<file path="config.mk">
export PLATFORM = sky130hd
export DESIGN_NAME = slh_out_fifo_flat
export DESIGN_NICKNAME = d
export VERILOG_FILES = /design/src/sv/slh_pkg.sv /design/src/sv/slh_if.sv /design/src/sv/slh_out_fifo.sv /design/src/flat_wrapper.sv
export SDC_FILE = /design/constraint.sdc
export NUM_CORES = 1
export LEC_CHECK = 0
export ABC_AREA = 0
export BUFFER_PORTS_ARGS = -buffer_cell sky130_fd_sc_hd__buf_2
export CORE_MARGIN = 5
export CORE_UTILIZATION = 54
export CTS_CLUSTER_DIAMETER = 40
export DETAILED_ROUTE_END_ITERATION = 7
export PLACE_DENSITY = 0.75
export RECOVER_POWER = 50
export SKIP_LAST_GASP = 1
export SLEW_MARGIN = 30
export SYNTH_ARGS = -nofsm -noshare
export SYNTH_HDL_FRONTEND = slang
export SYNTH_SLANG_ARGS = --single-unit
</file>
<file path="constraint.sdc">
create_clock -name clk -period 5.4 [get_ports clk]
set_input_delay 1.35 -clock clk [delete_from_list [all_inputs] [get_ports clk]]
set_output_delay 1.35 -clock clk [all_outputs]
set_load 0.005 [all_outputs]
</file>
<file path="src/sv/slh_pkg.sv">
// shared types, constants and codes of the subsampled luma histogram
package slh_pkg;

    // field widths
    localparam int SAMPLE_W    = 16;
    localparam int COMP_W      = 12;
    localparam int SAMPLE_DROP = SAMPLE_W - COMP_W;
    localparam int WEIGHT_W    = 10;
    localparam int PROD_W      = COMP_W + WEIGHT_W;
    localparam int SUM_W       = PROD_W + 2;
    localparam int STEP_W      = 4;
    localparam int BIN_W       = 8;
    localparam int COUNT_W     = 32;
    localparam int OPCODE_W    = 2;

    // luma arithmetic
    localparam int ROUND_BIAS  = 512;
    localparam int LUMA_SHIFT  = 10;
    localparam int LUMA_RAW_W  = SUM_W - LUMA_SHIFT;
    localparam int LUMA_MAX    = 4095;
    localparam int LUMA_W      = 12;
    localparam int BIN_SHIFT   = 4;

    // histogram size and output queue
    localparam int BIN_COUNT_DEFAULT = 256;
    localparam int OUT_DEPTH   = 8;
    localparam int OUT_CNT_W   = $clog2(OUT_DEPTH + 1);
    localparam int OUT_PTR_W   = $clog2(OUT_DEPTH);

    // configuration port
    localparam int CFG_IDX_W   = 3;
    localparam int CFG_W       = WEIGHT_W;
    localparam logic [STEP_W-1:0] STEP_RESET = 4'd2;

    typedef enum logic [CFG_IDX_W-1:0] {
        REG_BYPASS,
        REG_RED_WEIGHT,
        REG_GREEN_WEIGHT,
        REG_BLUE_WEIGHT,
        REG_COLUMN_STEP,
        REG_ROW_STEP
    } reg_index_t;

    typedef enum logic [OPCODE_W-1:0] {
        OP_PIXEL,
        OP_READ,
        OP_CLEAR
    } opcode_t;

    // work that reaches the histogram memory
    typedef enum logic [1:0] {
        KIND_COUNT,
        KIND_READ,
        KIND_CLEAR
    } op_kind_t;

    typedef struct packed {
        logic                bypass;
        logic [WEIGHT_W-1:0] red_weight;
        logic [WEIGHT_W-1:0] green_weight;
        logic [WEIGHT_W-1:0] blue_weight;
        logic [STEP_W-1:0]   column_step;
        logic [STEP_W-1:0]   row_step;
    } slh_cfg_t;

    typedef struct packed {
        logic               valid;
        op_kind_t           kind;
        logic [BIN_W-1:0]   bin;
        logic               in_range;
        logic [COUNT_W-1:0] total;
        logic               enabled;
    } slh_op_t;

    typedef struct packed {
        logic [COUNT_W-1:0] bin_count;
        logic [COUNT_W-1:0] total_pixels;
        logic               stats_enabled;
    } slh_result_t;

    typedef struct packed {
        logic        valid;
        slh_result_t data;
    } slh_push_t;

endpackage

</file>
<file path="src/sv/slh_if.sv">


interface slh_out_if import slh_pkg::*; ();
    logic               valid;
    logic               ready;
    logic [COUNT_W-1:0] bin_count;
    logic [COUNT_W-1:0] total_pixels;
    logic               stats_enabled;

    modport source (
        output valid, bin_count, total_pixels, stats_enabled,
        input  ready
    );
    modport sink (
        input  valid, bin_count, total_pixels, stats_enabled,
        output ready
    );
endinterface

</file>
<file path="src/sv/slh_out_fifo.sv">
// output queue that holds result words until the sink takes them
module slh_out_fifo import slh_pkg::*; (
    input  logic                 clk,
    input  logic                 rst_n,
    input  slh_push_t            push,
    slh_out_if.source            result,
    output logic [OUT_CNT_W-1:0] level
);

    slh_result_t           entries [OUT_DEPTH];
    logic [OUT_PTR_W-1:0]  wr_ptr_reg;
    logic [OUT_PTR_W-1:0]  rd_ptr_reg;
    logic [OUT_CNT_W-1:0]  count_reg;
    logic                  pop;

    assign pop = result.valid && result.ready;

    // storage, no reset
    always_ff @(posedge clk)
    begin
        if (push.valid)
        begin
            entries[wr_ptr_reg] <= push.data;
        end
    end

    // pointers and fill level
    always_ff @(posedge clk or negedge rst_n)
    begin
        if (!rst_n)
        begin
            wr_ptr_reg <= '0;
            rd_ptr_reg <= '0;
            count_reg  <= '0;
        end
        else
        begin
            if (push.valid)
            begin
                wr_ptr_reg <= (wr_ptr_reg == OUT_PTR_W'(OUT_DEPTH - 1)) ? '0
                              : wr_ptr_reg + OUT_PTR_W'(1);
            end
            if (pop)
            begin
                rd_ptr_reg <= (rd_ptr_reg == OUT_PTR_W'(OUT_DEPTH - 1)) ? '0
                              : rd_ptr_reg + OUT_PTR_W'(1);
            end
            count_reg <= count_reg + OUT_CNT_W'(push.valid) - OUT_CNT_W'(pop);
        end
    end

    assign result.valid         = count_reg != '0;
    assign result.bin_count     = entries[rd_ptr_reg].bin_count;
    assign result.total_pixels  = entries[rd_ptr_reg].total_pixels;
    assign result.stats_enabled = entries[rd_ptr_reg].stats_enabled;
    assign level                = count_reg;

endmodule

</file>
<file path="src/flat_wrapper.sv">
// flat-port wrapper written by rule: the top's interface ports become plain ports
module slh_out_fifo_flat import slh_pkg::*;
  (clk, rst_n, push, level, result_valid, result_bin_count, result_total_pixels, result_stats_enabled, result_ready);
  slh_out_if result_i ();
  input  logic clk;
  input  logic rst_n;
  input  slh_push_t push;
  output logic [OUT_CNT_W-1:0] level;
  output wire logic [$bits(result_i.valid)-1:0] result_valid;
  output wire logic [$bits(result_i.bin_count)-1:0] result_bin_count;
  output wire logic [$bits(result_i.total_pixels)-1:0] result_total_pixels;
  output wire logic [$bits(result_i.stats_enabled)-1:0] result_stats_enabled;
  input wire logic [$bits(result_i.ready)-1:0] result_ready;
  assign result_valid = result_i.valid;
  assign result_bin_count = result_i.bin_count;
  assign result_total_pixels = result_i.total_pixels;
  assign result_stats_enabled = result_i.stats_enabled;
  assign result_i.ready = result_ready;
  slh_out_fifo u_core (.clk(clk), .rst_n(rst_n), .push(push), .result(result_i), .level(level));
endmodule
</file>
==> summary.md <==
| Metric | Value |
|---|---|
| I/O Buffers | `between 100 and 150` |
| Switching Fraction | `about a quarter` |
| Die Footprint | `0.04116 mm²` |
| Initial antenna violation count | `4` |
| Net Sw Power | `0.003577 W` |
| Top-area cell type share of the netlist area | `77.73%` |
| CTS tree | `yes` |
| Crit. End Element | `output pin` |
| Buf+Inv Stages, Crit Path | `3` |
| Synth Instances | `around 810` |
| Worst Path Arrival | `around 3100 ps` |
| FF-to-FF Start | `u_core.wr_ptr_reg[2]` |
| R2R depth | `3` |
| Area Overhead vs Synth | `17.83%` |
| CP Data Required Time | `4050 ps` |
| Largest area contributor in the netlist | `edfxtp_1` |
| WHS Path Cells | `1` |
| Endpoint, Worst Hold | `u_core.wr_ptr_reg[2]` |
| Final Slew Violations | `approximately 140` |
| Synth async-reset ratio | `under 10%` |
| Largest net degree at the start of global routing | `66` |
| Slowest CP cell | `dfrtp_1` |
| Crit start category | `register` |
| Synth cell count leaders | `edfxtp_1, mux4_2, mux2_2` |
| Fill cells | `between 2k and 2.5k` |
| DRC viols | `0` |
| Post-CTS sizing | `0` |
| Mapped Area | `0.02009 mm²` |
| Core Area | `0.03670 mm²` |
| Crit-path cells | `buf_16 > buf_4 > mux2_2 > buf_2` |
| Layout cell share with drive strength beyond 1 | `about two fifths` |
| First-pass iteration count of the detailed router | `5` |
| WL met1 | `around 15,000 µm` |
| Clock transition at the registers of the reported paths | `~50 ps` |
| Int Pwr | `a little under 0.01 W` |
| DIE HEIGHT | `slightly above 200 µm` |
| Top cells by area, synth | `edfxtp_1, mux4_2, mux2_2` |
| Fin worst setup slack | `around 960 ps` |
| Failing checks | `capacitance limit, slew limit` |
| Leakage | `around 7.7 nW` |
| Max layer used | `met5` |
| WL per Instance | `about 25 µm` |
| Sequential Power Share | `40.8%` |
| Setup WS pre-CTS | `between 1500 and 2000 ps` |
| Combinational Power Share | `26.0%` |
| Routed vias | `8,887` |
| Htree depth | `3` |
| Yosys reg bits | `between 500 and 600` |
| Worst vdd ir | `~0.00031 V` |
| Max reg flops | `520` |
| HP Start | `u_core.wr_ptr_reg[2]` |
| Vias/cell | `about 6` |
| RSZ-0062 raised after global routing | `false` |
| Ys flop type | `edfxtp_1` |
| PwrDens | `around 570 mW/mm²` |
| Vias in the first global route | `~9.7k` |
| Met3 routed WL | `about 2100 µm` |
| Worst-Skew Late Latency | `around 560 ps` |
| Syn Nets | `888` |
| Final setup vio count | `0` |
| Critical Path Fanout Max | `33` |
| Largest reg by FF count | `u_core.entries` |
| Fmax | `225.1 MHz` |
| Post-CTS Setup Bufs | `0` |
| Routability cong. | `between 0.6 and 0.7` |
| Met2 wire len | `~20,000 µm` |
| Setup tns final | `0 ps` |
| Synth cell types | `21` |
| Max-slew headroom | `-49.49%` |
| Worst Skew | `about 13 ps` |
| Most frequent cell after synthesis | `edfxtp_1` |
| Global Route Usage Sum | `roughly a fifth` |
| Die Wd | `a little over 200 µm` |
| Clock sink count | `530` |
| Reg-to-reg endpoint | `u_core.entries[3][62]` |
| Status | `complete, but fails checks` |
| DRT iter0 DRCs | `650` |
| Sequential fraction of the synthesis area | `just under 80%` |
| Max incr delay on CP | `~1400 ps` |
| First-pass GRT wire length | `approximately 59,000 µm` |
| Crit Path Class | `register to output pin` |
| Synthesis warning total | `0` |
| Post-DP HPWL | `20,950 µm` |
| WHS | `578.5 ps` |
| Max Root-Sink Buffers | `3` |
| Number of buffers created by CTS | `66` |
| Cts hold-fix bufs | `0` |
| Routed Antenna Nets | `0` |
| Drt total wl | `~39,000 µm` |
| Final hold violation count | `0` |
| Max-cap violation count | `4` |
| Worst Hold Class | `register to register` |
| Final Net Count | `~1.1k` |
| Least-Margin Pin Slew | `2242 ps` |
| Ports | `roughly 140` |
| CTS root buffer | `clkbuf_16` |
| Grt total ovfl | `0` |
| Mean Syn Cell Area | `around 25 µm²` |
| Fin crit period | `between 4000 and 5000 ps` |
| R2r setup slk | `about 2400 ps` |
| EDFF count, synth | `520` |
| Delay-heaviest family, CP | `flip-flops` |
| Initial Util | `a little over half` |
| Period utilization | `between 80% and 90%` |
| Cell row count | `70` |
| Clock power share | `33.2%` |
[metal layers]
layer,global-route usage [%],up-vias
met5,0,-
met4,5.723,2
met3,4.217,74
met2,32.82,261
met1,25.31,4691
li1,-,3859
[kinds of logic after synthesis]
logic type | share of synthesized area [%]
xor gates and xnor gates | 0.08722
buffers and inverters | 1.239
muxes | 18.50
adders and majority gates | 0.6602
DFF | 78.98
AOI/OAI and AO/OA | 0.08717
and+or+nand+nor | 0.4485
[cell usage in the layout (no fill, tap or decap), drive strengths merged, types with 3 or more instances in the layout]
cell type	count
nor2	8
diode	3
nand2	4
clkbuf	149
buf	93
edfxtp	520
dfrtp	10
bufinv	9
clkinv	18
clkinvlp	4
mux4	130
inv	14
ha	9
mux2	70
[worst register-to-register path, stage by stage, from the launching register on]
cell	delay (ps)
dfrtp_1	400
nand2b_1	310
nor2_1	1370
buf_4	570
[power groups by stage]
stage / clock, W / sequential [W] / combinational, W
2_1_floorplan: 0 / 0.00538 / 0.00247
3_3_place_gp: 0 / 0.00558 / 0.00345
3_5_place_dp: 0 / 0.00556 / 0.00357
4_1_cts: 0.00454 / 0.00548 / 0.00360
5_1_grt: 0.00474 / 0.00553 / 0.00378
6_report: 0.00446 / 0.00547 / 0.00348
[worst max path at each step]
stage | startpoint | end | slack [ps] | cells past startpoint
after detailed placement | u_core.rd_ptr_reg[0] | result_total_pixels[2] | 1720 | 4
after floorplan | push[65] | u_core.entries[2][0] | 710 | 2
final | u_core.rd_ptr_reg[1] | result_total_pixels[13] | 960 | 4
after CTS | u_core.rd_ptr_reg[0] | result_total_pixels[2] | 1120 | 4
after global placement | u_core.rd_ptr_reg[0] | result_total_pixels[2] | 1740 | 4
after global routing | u_core.rd_ptr_reg[1] | result_total_pixels[13] | 800 | 4
[stage by stage]
stage | instances | total power [W] | instance area, µm² | util [%]
2_1_floorplan | 809 | 0.007851 | 20100 | -
3_3_place_gp | 1400 | 0.009029 | 21450 | 58.46
3_5_place_dp | 1402 | 0.009131 | 21510 | 58.61
4_1_cts | 1519 | 0.01363 | 23780 | 64.79
5_1_grt | 1521 | 0.01405 | 23670 | 64.49
6_report | 1522 | 0.01341 | 23670 | 64.50
[final cells by class]
| class | count | area, µm² | area share [%] |
|---|---|---|---|
| Antenna cell | 3 | 7.507 | 0.03172 |
| Clock inverter | 37 | 457.9 | 1.935 |
| Tap cell | 468 | 585.6 | 2.474 |
| Sequential cell | 530 | 15870 | 67.06 |
| Timing Repair Buffer | 162 | 870.8 | 3.679 |
| Multi-Input combinational cell | 234 | 4034 | 17.04 |
| Clock buffer | 80 | 1810 | 7.649 |
| Inverter | 8 | 30.03 | 0.1269 |
No activity file was read; power rests on OpenSTA's default activity.
