==> config.mk <==
export PLATFORM = sky130hd
export DESIGN_NAME = slh_front_flat
export DESIGN_NICKNAME = d
export VERILOG_FILES = /design/src/sv/slh_pkg.sv /design/src/sv/slh_if.sv /design/src/sv/slh_front.sv /design/src/flat_wrapper.sv
export SDC_FILE = /design/constraint.sdc
export NUM_CORES = 1
export LEC_CHECK = 0
export ABC_AREA = 1
export BUFFER_PORTS_ARGS = -buffer_cell sky130_fd_sc_hd__buf_4
export CORE_MARGIN = 2
export CORE_UTILIZATION = 55
export CTS_BUF_LIST = sky130_fd_sc_hd__clkbuf_8 sky130_fd_sc_hd__clkbuf_16
export DETAILED_ROUTE_END_ITERATION = 8
export PLACE_DENSITY = 0.74
export SLEW_MARGIN = 20
export SYNTH_ARGS = -nofsm -noshare
export SYNTH_HDL_FRONTEND = slang
export SYNTH_SLANG_ARGS = --single-unit
==> constraint.sdc <==
create_clock -name clk -period 4.2 [get_ports clk]
set_input_delay 0.84 -clock clk [delete_from_list [all_inputs] [get_ports clk]]
set_output_delay 0.84 -clock clk [all_outputs]
set_load 0.01 [all_outputs]
==> src/sv/slh_pkg.sv <==
// shared types, constants and codes of the subsampled luma histogram
package slh_pkg;

    // field widths
    localparam int SAMPLE_W    = 16;
    localparam int COMP_W      = 12;
    localparam int SAMPLE_DROP = SAMPLE_W - COMP_W;
    localparam int WEIGHT_W    = 10;
    localparam int PROD_W      = COMP_W + WEIGHT_W;
    localparam int SUM_W       = PROD_W + 2;
    localparam int STEP_W      = 4;
    localparam int BIN_W       = 8;
    localparam int COUNT_W     = 32;
    localparam int OPCODE_W    = 2;

    // luma arithmetic
    localparam int ROUND_BIAS  = 512;
    localparam int LUMA_SHIFT  = 10;
    localparam int LUMA_RAW_W  = SUM_W - LUMA_SHIFT;
    localparam int LUMA_MAX    = 4095;
    localparam int LUMA_W      = 12;
    localparam int BIN_SHIFT   = 4;

    // histogram size and output queue
    localparam int BIN_COUNT_DEFAULT = 256;
    localparam int OUT_DEPTH   = 8;
    localparam int OUT_CNT_W   = $clog2(OUT_DEPTH + 1);
    localparam int OUT_PTR_W   = $clog2(OUT_DEPTH);

    // configuration port
    localparam int CFG_IDX_W   = 3;
    localparam int CFG_W       = WEIGHT_W;
    localparam logic [STEP_W-1:0] STEP_RESET = 4'd2;

    typedef enum logic [CFG_IDX_W-1:0] {
        REG_BYPASS,
        REG_RED_WEIGHT,
        REG_GREEN_WEIGHT,
        REG_BLUE_WEIGHT,
        REG_COLUMN_STEP,
        REG_ROW_STEP
    } reg_index_t;

    typedef enum logic [OPCODE_W-1:0] {
        OP_PIXEL,
        OP_READ,
        OP_CLEAR
    } opcode_t;

    // work that reaches the histogram memory
    typedef enum logic [1:0] {
        KIND_COUNT,
        KIND_READ,
        KIND_CLEAR
    } op_kind_t;

    typedef struct packed {
        logic                bypass;
        logic [WEIGHT_W-1:0] red_weight;
        logic [WEIGHT_W-1:0] green_weight;
        logic [WEIGHT_W-1:0] blue_weight;
        logic [STEP_W-1:0]   column_step;
        logic [STEP_W-1:0]   row_step;
    } slh_cfg_t;

    typedef struct packed {
        logic               valid;
        op_kind_t           kind;
        logic [BIN_W-1:0]   bin;
        logic               in_range;
        logic [COUNT_W-1:0] total;
        logic               enabled;
    } slh_op_t;

    typedef struct packed {
        logic [COUNT_W-1:0] bin_count;
        logic [COUNT_W-1:0] total_pixels;
        logic               stats_enabled;
    } slh_result_t;

    typedef struct packed {
        logic        valid;
        slh_result_t data;
    } slh_push_t;

endpackage

==> src/sv/slh_if.sv <==
// request and result stream interfaces of the luma histogram
interface slh_in_if import slh_pkg::*; ();
    logic                valid;
    logic                ready;
    logic [OPCODE_W-1:0] opcode;
    logic [SAMPLE_W-1:0] red_sample;
    logic [SAMPLE_W-1:0] green_sample;
    logic [SAMPLE_W-1:0] blue_sample;
    logic                end_of_line;
    logic [BIN_W-1:0]    bin_index;

    modport source (
        output valid, opcode, red_sample, green_sample, blue_sample, end_of_line, bin_index,
        input  ready
    );
    modport sink (
        input  valid, opcode, red_sample, green_sample, blue_sample, end_of_line, bin_index,
        output ready
    );
endinterface


==> src/sv/slh_front.sv <==
// input decode, subsampling phases, pixel total and luma bin pipeline
module slh_front import slh_pkg::*; #(
    parameter int BIN_COUNT = BIN_COUNT_DEFAULT
) (
    input  logic       clk,
    input  logic       rst_n,
    slh_in_if.sink     request,
    input  logic       space_ok,
    input  slh_cfg_t   cfg,
    output slh_op_t    op,
    output logic [1:0] pend_reads
);

    typedef struct packed {
        logic               valid;
        op_kind_t           kind;
        logic [PROD_W-1:0]  red_prod;
        logic [PROD_W-1:0]  green_prod;
        logic [PROD_W-1:0]  blue_prod;
        logic [BIN_W-1:0]   bin;
        logic               in_range;
        logic [COUNT_W-1:0] total;
        logic               enabled;
    } stage_t;

    logic               accept;
    logic               sampled;
    logic               read_in_range;
    logic [STEP_W-1:0]  col_phase_reg, col_phase_next;
    logic [STEP_W-1:0]  row_phase_reg, row_phase_next;
    logic [COUNT_W-1:0] total_reg, total_next;
    stage_t             s1_reg, s1_next;
    slh_op_t            op_reg, op_next;
    logic [SUM_W-1:0]      luma_sum;
    logic [LUMA_RAW_W-1:0] luma_raw;
    logic [LUMA_W-1:0]     luma;
    logic [BIN_W-1:0]      luma_bin;

    // phase advance with a zero step acting as one
    function automatic logic [STEP_W-1:0] next_phase(
        input logic [STEP_W-1:0] phase,
        input logic [STEP_W-1:0] step
    );
        logic [STEP_W:0] lim;
        logic [STEP_W:0] inc;
        lim = (step == '0) ? (STEP_W+1)'(1) : {1'b0, step};
        inc = {1'b0, phase} + (STEP_W+1)'(1);
        return (inc >= lim) ? '0 : inc[STEP_W-1:0];
    endfunction

    assign accept        = request.valid && space_ok;
    assign request.ready = space_ok;
    assign sampled       = !cfg.bypass && col_phase_reg == '0 && row_phase_reg == '0;
    assign read_in_range = 32'(request.bin_index) < BIN_COUNT;

    // decode one word, update phases and total, form the multiplier stage
    always_comb
    begin
        col_phase_next = col_phase_reg;
        row_phase_next = row_phase_reg;
        total_next     = total_reg;
        s1_next.valid      = 1'b0;
        s1_next.kind       = KIND_READ;
        s1_next.red_prod   = PROD_W'(request.red_sample[SAMPLE_W-1:SAMPLE_DROP])
                             * PROD_W'(cfg.red_weight);
        s1_next.green_prod = PROD_W'(request.green_sample[SAMPLE_W-1:SAMPLE_DROP])
                             * PROD_W'(cfg.green_weight);
        s1_next.blue_prod  = PROD_W'(request.blue_sample[SAMPLE_W-1:SAMPLE_DROP])
                             * PROD_W'(cfg.blue_weight);
        s1_next.bin        = read_in_range ? request.bin_index : '0;
        s1_next.in_range   = read_in_range;
        s1_next.total      = cfg.bypass ? '0 : total_reg;
        s1_next.enabled    = !cfg.bypass;
        if (accept)
        begin
            unique case (opcode_t'(request.opcode))
                OP_PIXEL:
                begin
                    if (request.end_of_line)
                    begin
                        col_phase_next = '0;
                        row_phase_next = next_phase(row_phase_reg, cfg.row_step);
                    end
                    else
                    begin
                        col_phase_next = next_phase(col_phase_reg, cfg.column_step);
                    end
                    if (sampled)
                    begin
                        s1_next.valid = 1'b1;
                        s1_next.kind  = KIND_COUNT;
                        total_next    = (total_reg == '1) ? total_reg
                                                          : total_reg + COUNT_W'(1);
                    end
                end
                OP_READ:
                begin
                    s1_next.valid = 1'b1;
                    s1_next.kind  = KIND_READ;
                end
                OP_CLEAR:
                begin
                    s1_next.valid  = 1'b1;
                    s1_next.kind   = KIND_CLEAR;
                    col_phase_next = '0;
                    row_phase_next = '0;
                    total_next     = '0;
                end
                default:
                begin
                end
            endcase
        end
    end

    // weighted sum, rounding shift, clip and bin select
    always_comb
    begin
        luma_sum = SUM_W'(s1_reg.red_prod) + SUM_W'(s1_reg.green_prod)
                   + SUM_W'(s1_reg.blue_prod) + SUM_W'(ROUND_BIAS);
        luma_raw = luma_sum[SUM_W-1:LUMA_SHIFT];
        luma     = (luma_raw > LUMA_RAW_W'(LUMA_MAX)) ? LUMA_W'(LUMA_MAX)
                                                      : luma_raw[LUMA_W-1:0];
        luma_bin = luma[LUMA_W-1:BIN_SHIFT];
        if (32'(luma_bin) > BIN_COUNT - 1)
        begin
            luma_bin = BIN_W'(BIN_COUNT - 1);
        end
        op_next.valid    = s1_reg.valid;
        op_next.kind     = s1_reg.kind;
        op_next.bin      = (s1_reg.kind == KIND_COUNT) ? luma_bin : s1_reg.bin;
        op_next.in_range = s1_reg.in_range;
        op_next.total    = s1_reg.total;
        op_next.enabled  = s1_reg.enabled;
    end

    always_ff @(posedge clk or negedge rst_n)
    begin
        if (!rst_n)
        begin
            col_phase_reg <= '0;
            row_phase_reg <= '0;
            total_reg     <= '0;
            s1_reg        <= '0;
            op_reg        <= '0;
        end
        else
        begin
            col_phase_reg <= col_phase_next;
            row_phase_reg <= row_phase_next;
            total_reg     <= total_next;
            s1_reg        <= s1_next;
            op_reg        <= op_next;
        end
    end

    assign op = op_reg;

    // reads still on their way to the memory stage
    assign pend_reads = 2'(s1_reg.valid && s1_reg.kind == KIND_READ)
                        + 2'(op_reg.valid && op_reg.kind == KIND_READ);

endmodule

==> src/flat_wrapper.sv <==
// flat-port wrapper written by rule: the top's interface ports become plain ports
module slh_front_flat import slh_pkg::*;
#(
    parameter int BIN_COUNT = BIN_COUNT_DEFAULT
)
  (clk, rst_n, space_ok, cfg, op, pend_reads, request_valid, request_opcode, request_red_sample, request_green_sample, request_blue_sample, request_end_of_line, request_bin_index, request_ready);
  slh_in_if request_i ();
  input  logic clk;
  input  logic rst_n;
  input  logic space_ok;
  input  slh_cfg_t cfg;
  output slh_op_t op;
  output logic [1:0] pend_reads;
  input wire logic [$bits(request_i.valid)-1:0] request_valid;
  input wire logic [$bits(request_i.opcode)-1:0] request_opcode;
  input wire logic [$bits(request_i.red_sample)-1:0] request_red_sample;
  input wire logic [$bits(request_i.green_sample)-1:0] request_green_sample;
  input wire logic [$bits(request_i.blue_sample)-1:0] request_blue_sample;
  input wire logic [$bits(request_i.end_of_line)-1:0] request_end_of_line;
  input wire logic [$bits(request_i.bin_index)-1:0] request_bin_index;
  output wire logic [$bits(request_i.ready)-1:0] request_ready;
  assign request_i.valid = request_valid;
  assign request_i.opcode = request_opcode;
  assign request_i.red_sample = request_red_sample;
  assign request_i.green_sample = request_green_sample;
  assign request_i.blue_sample = request_blue_sample;
  assign request_i.end_of_line = request_end_of_line;
  assign request_i.bin_index = request_bin_index;
  assign request_ready = request_i.ready;
  slh_front #(.BIN_COUNT(BIN_COUNT)) u_core (.clk(clk), .rst_n(rst_n), .request(request_i), .space_ok(space_ok), .cfg(cfg), .op(op), .pend_reads(pend_reads));
endmodule
==> results of run 1 <==
==> what timing repair did <==
item                                    CTS  global route
cloned                                    0             1
gates resized for setup                 263           170
buffers inserted                         28            22
pin swaps                               141           117
endpoints found under the setup margin   43            53
==> layer usage <==
layer	vias to the layer above	part of all wire (%)	track usage [%]
met2	500	50	50.5
met5	-	0	0
met3	82	4.4	3.21
met4	0	1.7	7.07
met1	9446	43	39.2
li1	9383	-	-
==> through the flow <==
step | cell area, um^2 | worst slack [ns] | util, %
2_1_floorplan | 23700 | -0.502 | -
3_3_place_gp | 26400 | -0.749 | 66.2
3_5_place_dp | 26400 | -0.766 | 66.2
4_1_cts | 28400 | -0.212 | 71.2
5_1_grt | 29200 | -0.341 | 73.3
6_report | 29200 | -0.223 | 73.3
==> how the worst max path moves through the flow <==
stage                              to  slack [ns]  cells past startpoint
floorplan           u_core.s1_reg[60]       -0.50                     17
global placement    u_core.s1_reg[60]       -0.75                     17
detailed placement  u_core.s1_reg[84]       -0.77                     19
CTS                 u_core.s1_reg[58]       -0.21                     18
global route        u_core.s1_reg[62]       -0.34                     18
finish              u_core.s1_reg[58]       -0.22                     17
==> cells in the final DEF (no fill, tap or decap), drive strengths merged, types with 19 or more instances in the layout <==
cell type,n
a21oi,90
buf,435
clkbuf,19
dfrtp,196
fa,235
ha,253
inv,588
nand2,775
nand3,120
nand4,27
nor2,209
nor3,26
o21ai,78
o21bai,19
xnor2,30
xor2,64
==> cells by family (layout without fill, tap and decap cells) <==
logic type | count (synthesis) | count (layout) | share of synthesized area [%]
AND/OR/NAND/NOR | 1174 | 1174 | 21.4
flip-flops | 196 | 196 | 22.1
adder cells (fa/ha/maj) | 488 | 488 | 35.4
buffers and inverters | 659 | 1047 | 11.3
AO/OA/AOI/OAI | 222 | 222 | 6.06
other | 1 | 1 | 0.0169
XOR/XNOR | 94 | 94 | 3.70
==> final cells by class <==
cell class                      instances  area (um^2)  area share (%)
Inverter                              578         2170            7.43
Timing Repair Buffer                  437         3920            13.4
Sequential cell                       196         4900            16.8
Multi-Input combinational cell       1979        16900            57.9
Clock buffer                           17          425            1.46
Tap cell                              525          657            2.25
Clock inverter                         15          209           0.716
==> worst max-delay path, stage by stage <==
cell and delay (ns):
buf_4 0.14, nand2_2 0.07, inv_2 0.04, fa_1 0.52
inv_2 0.05, fa_1 0.47, fa_1 0.51, inv_2 0.04
fa_1 0.47, fa_2 0.57, ha_4 0.23, a21oi_4 0.20
o21ai_2 0.09, a21oi_1 0.12, nand2_1 0.12, a21oi_2 0.16
xnor2_1 0.14
==> impl_metrics.ini, run 1 <==
[synthesis]
synthArstFlopShare_pct = 100
synth_top_cell_area_share_pct = 22.1
synth_edf_count = 0
synthTopCellsByCount = nand2_1 (775), inv_1 (577), ha_1 (253), fa_1 (235), nor2_1 (208)
yosysUniqueCellTypes = 46
yosysSeqAreaShare_pct = 22.1
ys_warn_count = 0
syn_nets = 3424
post-synth-top-area-cell = dfrtp_1
syn_inst = 2834
synth_area_um2 = 22200
synth.avg_cell_area_um2 = 7.84
synthTopCellsByArea = dfrtp_1 (22%), fa_1 (21%), ha_1 (14%)
synth.ff_latch_count = 196
synth-main-ff-cell = dfrtp_1
yosysMostFrequentCell = nand2_1

[detailed_routing]
drtPass1Iterations = 7
dr_total_vias = 19411
drc = 0
routedWlPerCell_um = 15.8
routed_via_density = 5.18
wirelength_um = 59000
dr.first_iter.drc_count = 1211
antenna_left = 0

[grt]
grt_pass1_vias = 20338
grt_antenna_before_repair = 0
grt-ovfl-total = 0
grt_max_degree = 102
track_usage_pct = 29.1
grt_pass1_wl_um = 98100

[sta]
fmax_mhz = 226
maxSlewHeadroom_pct = 46.6
whs_ns = 0.351
slew_violations = 0
hold_viol = 0
min_period_ns = 4.42
setup_ws_ns = -0.223
rsz0062_at_grt = true
tns_ns = -3.36
post-route-period-util_pct = 105
clock_skew_ns = 0.0212
tightestPinTransition_ns = 0.800
setup-violations-final = 37

[worst_hold_path]
hold_start = u_core.op_next[7]
whs_path_depth = 0
whs_endpoint = u_core.op[7]
hold_path.class = reg -> reg

[setup_path]
critPathArrivalTime_ns = 4.80
worstSetupPathType = in -> reg
crit_start = cfg[13]
critPathRequiredTime_ns = 4.58
worstRegToRegCells = 19
cp_max_fo = 5
reg2reg_slack_ns = 0.18
cp-end-kind = flop
timing.rr.end = u_core.op[38]
startpoint_type = input pin
r2r-start = u_core.s1_reg[70]

[floorplanning]
die_y_um = 205
initial_core_util_pct = 55.8
ios = 150
die_x_um = 205
std_cell_rows = 73
core-area_um2 = 39800
die_area_um2 = 42000

[layout]
instances_no_fill = 3747
nNetsFinal = 3799
diodes = 0
drive_gt1_share_pct = 26.7
largest_reg_flops = 74
fill_cells = 2974
areaGrowthSynthToFinish_pct = 31.3

[run_status]
violations = negative setup slack
status = complete, but fails checks

[cts]
cts_tree = built
htree_num_levels = 4
clock_latency_ns = 0.46
cts_sinks = 196
cts-root-buf = clkbuf_16
clk_pin_slew_worst_paths_ns = 0.09
postCtsHoldBufs = 0
cts_made_buffers = 17
clock_path_buffers = 2

[place]
gp_congestion = 0.948
io_buffers = 137
hpwl_um = 47100
place_inst = 3670

[flow_run]
cap_violations = 0
Power of run 1 is not shown: default switching activity piles up to over one toggle a cycle in this logic, so the estimate is an artifact.
==> run 2, diff against run 1 <==
- CORE_UTILIZATION: 55 -> 60
- GPL_TIMING_DRIVEN: unset -> 1
- PLACE_DENSITY: 0.74 -> 0.79
==> run 2 against run 1 <==
The flow still finishes with violations (negative setup slack); non-clock buffer count increased by 3; clock-buffer cell count increased by 1; die area decreased by 8.2%.
==> impl_metrics.ini, run 2 (synthesized netlist as in run 1, its figures left out) <==
[run_status]
status = complete, but fails checks
violations = negative setup slack

[layout]
layout_commonest_cell = nand2_1
fin_util_pct = 79.8
nNetsFinal = 3802
layout.cells.most_common_list = nand2_1 (666), inv_1 (539), buf_4 (341)
drive_gt1_share_pct = 26.5
largest_reg_flops = 74
areaGrowthSynthToFinish_pct = 31.1
fill_cells = 2371
instances_no_fill = 3694

[detailed_routing]
drtPass1Iterations = 6
dr.first_iter.drc_count = 1178
routedWlPerCell_um = 16.1
antenna_left = 0
routed_via_density = 5.33
drc = 0
wirelength_um = 59600
dr_total_vias = 19696

[setup_path]
cp_slowest_cell = fa_1
critPathArrivalTime_ns = 4.88
worstRegToRegCells = 24
cp_common_cell = fa_1
reg2reg_slack_ns = 0.26
startpoint_type = input pin
crit_chain = buf_12, buf_4, nand2_2, fa_1, inv_2, fa_1, fa_1, fa_1, fa_1, ha_4, buf_4, nand2_4, nor2_2, nand2_1, nand2_1, a31oi_1, xnor2_1
r2r-start = u_core.s1_reg[64]
cp-end-kind = flop
timing.rr.end = u_core.op[40]
cp_max_fo = 4
cpPeakStageDelay_ns = 0.54
critPathRequiredTime_ns = 4.53
worstSetupPathType = in -> reg

[cts]
cts_tree = built
cts_made_buffers = 17
clock_path_buffers = 2
clk_pin_slew_worst_paths_ns = 0.08
cts-root-buf = clkbuf_16
htree_num_levels = 4
postCtsHoldBufs = 0
clock_latency_ns = 0.44
cts_sinks = 196

[worst_hold_path]
whs_path_depth = 0
hold_start = u_core.op_next[20]
hold_path.class = reg -> reg
whs_endpoint = u_core.op[20]

[grt]
grt_max_degree = 111
grt_antenna_before_repair = 2
track_usage_pct = 31.3
grt_pass1_vias = 20812
grt-ovfl-total = 0
grt_pass1_wl_um = 97800

[floorplanning]
die_y_um = 196
die_x_um = 196
die_area_um2 = 38600
ios = 150
initial_core_util_pct = 60.9
core-area_um2 = 36500
std_cell_rows = 70

[sta]
min_period_ns = 4.55
setup-violations-final = 42
rsz0062_at_grt = true
post-route-period-util_pct = 108
tightestPinTransition_ns = 0.925
slew_violations = 0
whs_ns = 0.338
clock_skew_ns = 0.0105
maxSlewHeadroom_pct = 38.4
hold_viol = 0
fmax_mhz = 220
setup_ws_ns = -0.353

[place]
dp_slack_ns = -0.836
place_inst = 3615
hpwl_um = 45800
io_buffers = 137
gp_congestion = 0.976

[flow_run]
cap_violations = 0
==> run 2: cell count changes in the layout (fill, tap and decap cells not counted), moves of 4 or more <==
cell     before  now
nand2_2      64   56
nand2_4      40   50
inv_12        5    0
nor2_1      175  171
ha_4         48   41
a21oi_2      23   19
a21oi_1      48   53
buf_12       24   33
nor2_2       18   23
ha_1        204  209
o21ai_0      20   24
==> run 2: critical path, delay by kind of cell <==
| kind | cells | cell delay (ns) |
|---|---|---|
| XOR/XNOR | 1 | 0.28 |
| buffers and inverters | 4 | 0.37 |
| adder cells (fa/ha/maj) | 6 | 2.80 |
| AND/OR/NAND/NOR | 5 | 0.51 |
| AO/OA/AOI/OAI | 1 | 0.07 |
==> run 2: through the flow <==
stage | cell area [um^2] | setup TNS (ns)
finish | 29100 | -7.05
floorplan | 23700 | -11.67
global route | 29100 | -11.41
CTS | 28400 | -4.09
global placement | 26300 | -26.69
detailed placement | 26300 | -30.37
==> run 2: final cells by class <==
cell class / instances / area [um^2] / share of cell area (%)
Timing Repair Buffer: 440 / 4020 / 13.8
Clock buffer: 18 / 439 / 1.51
Sequential cell: 196 / 4900 / 16.8
Inverter: 578 / 2170 / 7.45
Antenna cell: 1 / 2.50 / 0.00859
Clock inverter: 14 / 166 / 0.571
Tap cell: 468 / 586 / 2.01
Multi-Input combinational cell: 1979 / 16900 / 57.8
==> run 2: what timing repair did <==
| item | in CTS | in global routing |
|---|---|---|
| buffers inserted | 35 | 14 |
| gates resized for setup | 296 | 139 |
| endpoints found under the setup margin | 49 | 55 |
| pin swaps | 165 | 108 |
==> run 2: how the worst max path moves through the flow <==
stage	start	end	slack (ns)	depth (start not counted)
floorplan	cfg[11]	u_core.s1_reg[60]	-0.50	17
global placement	request_blue_sample[10]	u_core.s1_reg[60]	-0.72	17
detailed placement	cfg[20]	u_core.s1_reg[84]	-0.84	19
CTS	request_green_sample[10]	u_core.s1_reg[84]	-0.22	18
global route	cfg[34]	u_core.s1_reg[98]	-0.43	15
finish	request_red_sample[8]	u_core.s1_reg[98]	-0.35	17
==> run 2: layer usage <==
metal / vias to the layer above / wire [um] / GRT usage [%]
met5: - / 9 / 0
met4: 2 / 1420 / 8.95
met3: 130 / 2550 / 2.94
met2: 553 / 31100 / 56.1
met1: 9611 / 24500 / 40.4
li1: 9400 / - / -
Power of run 2 is left out for the same reason.
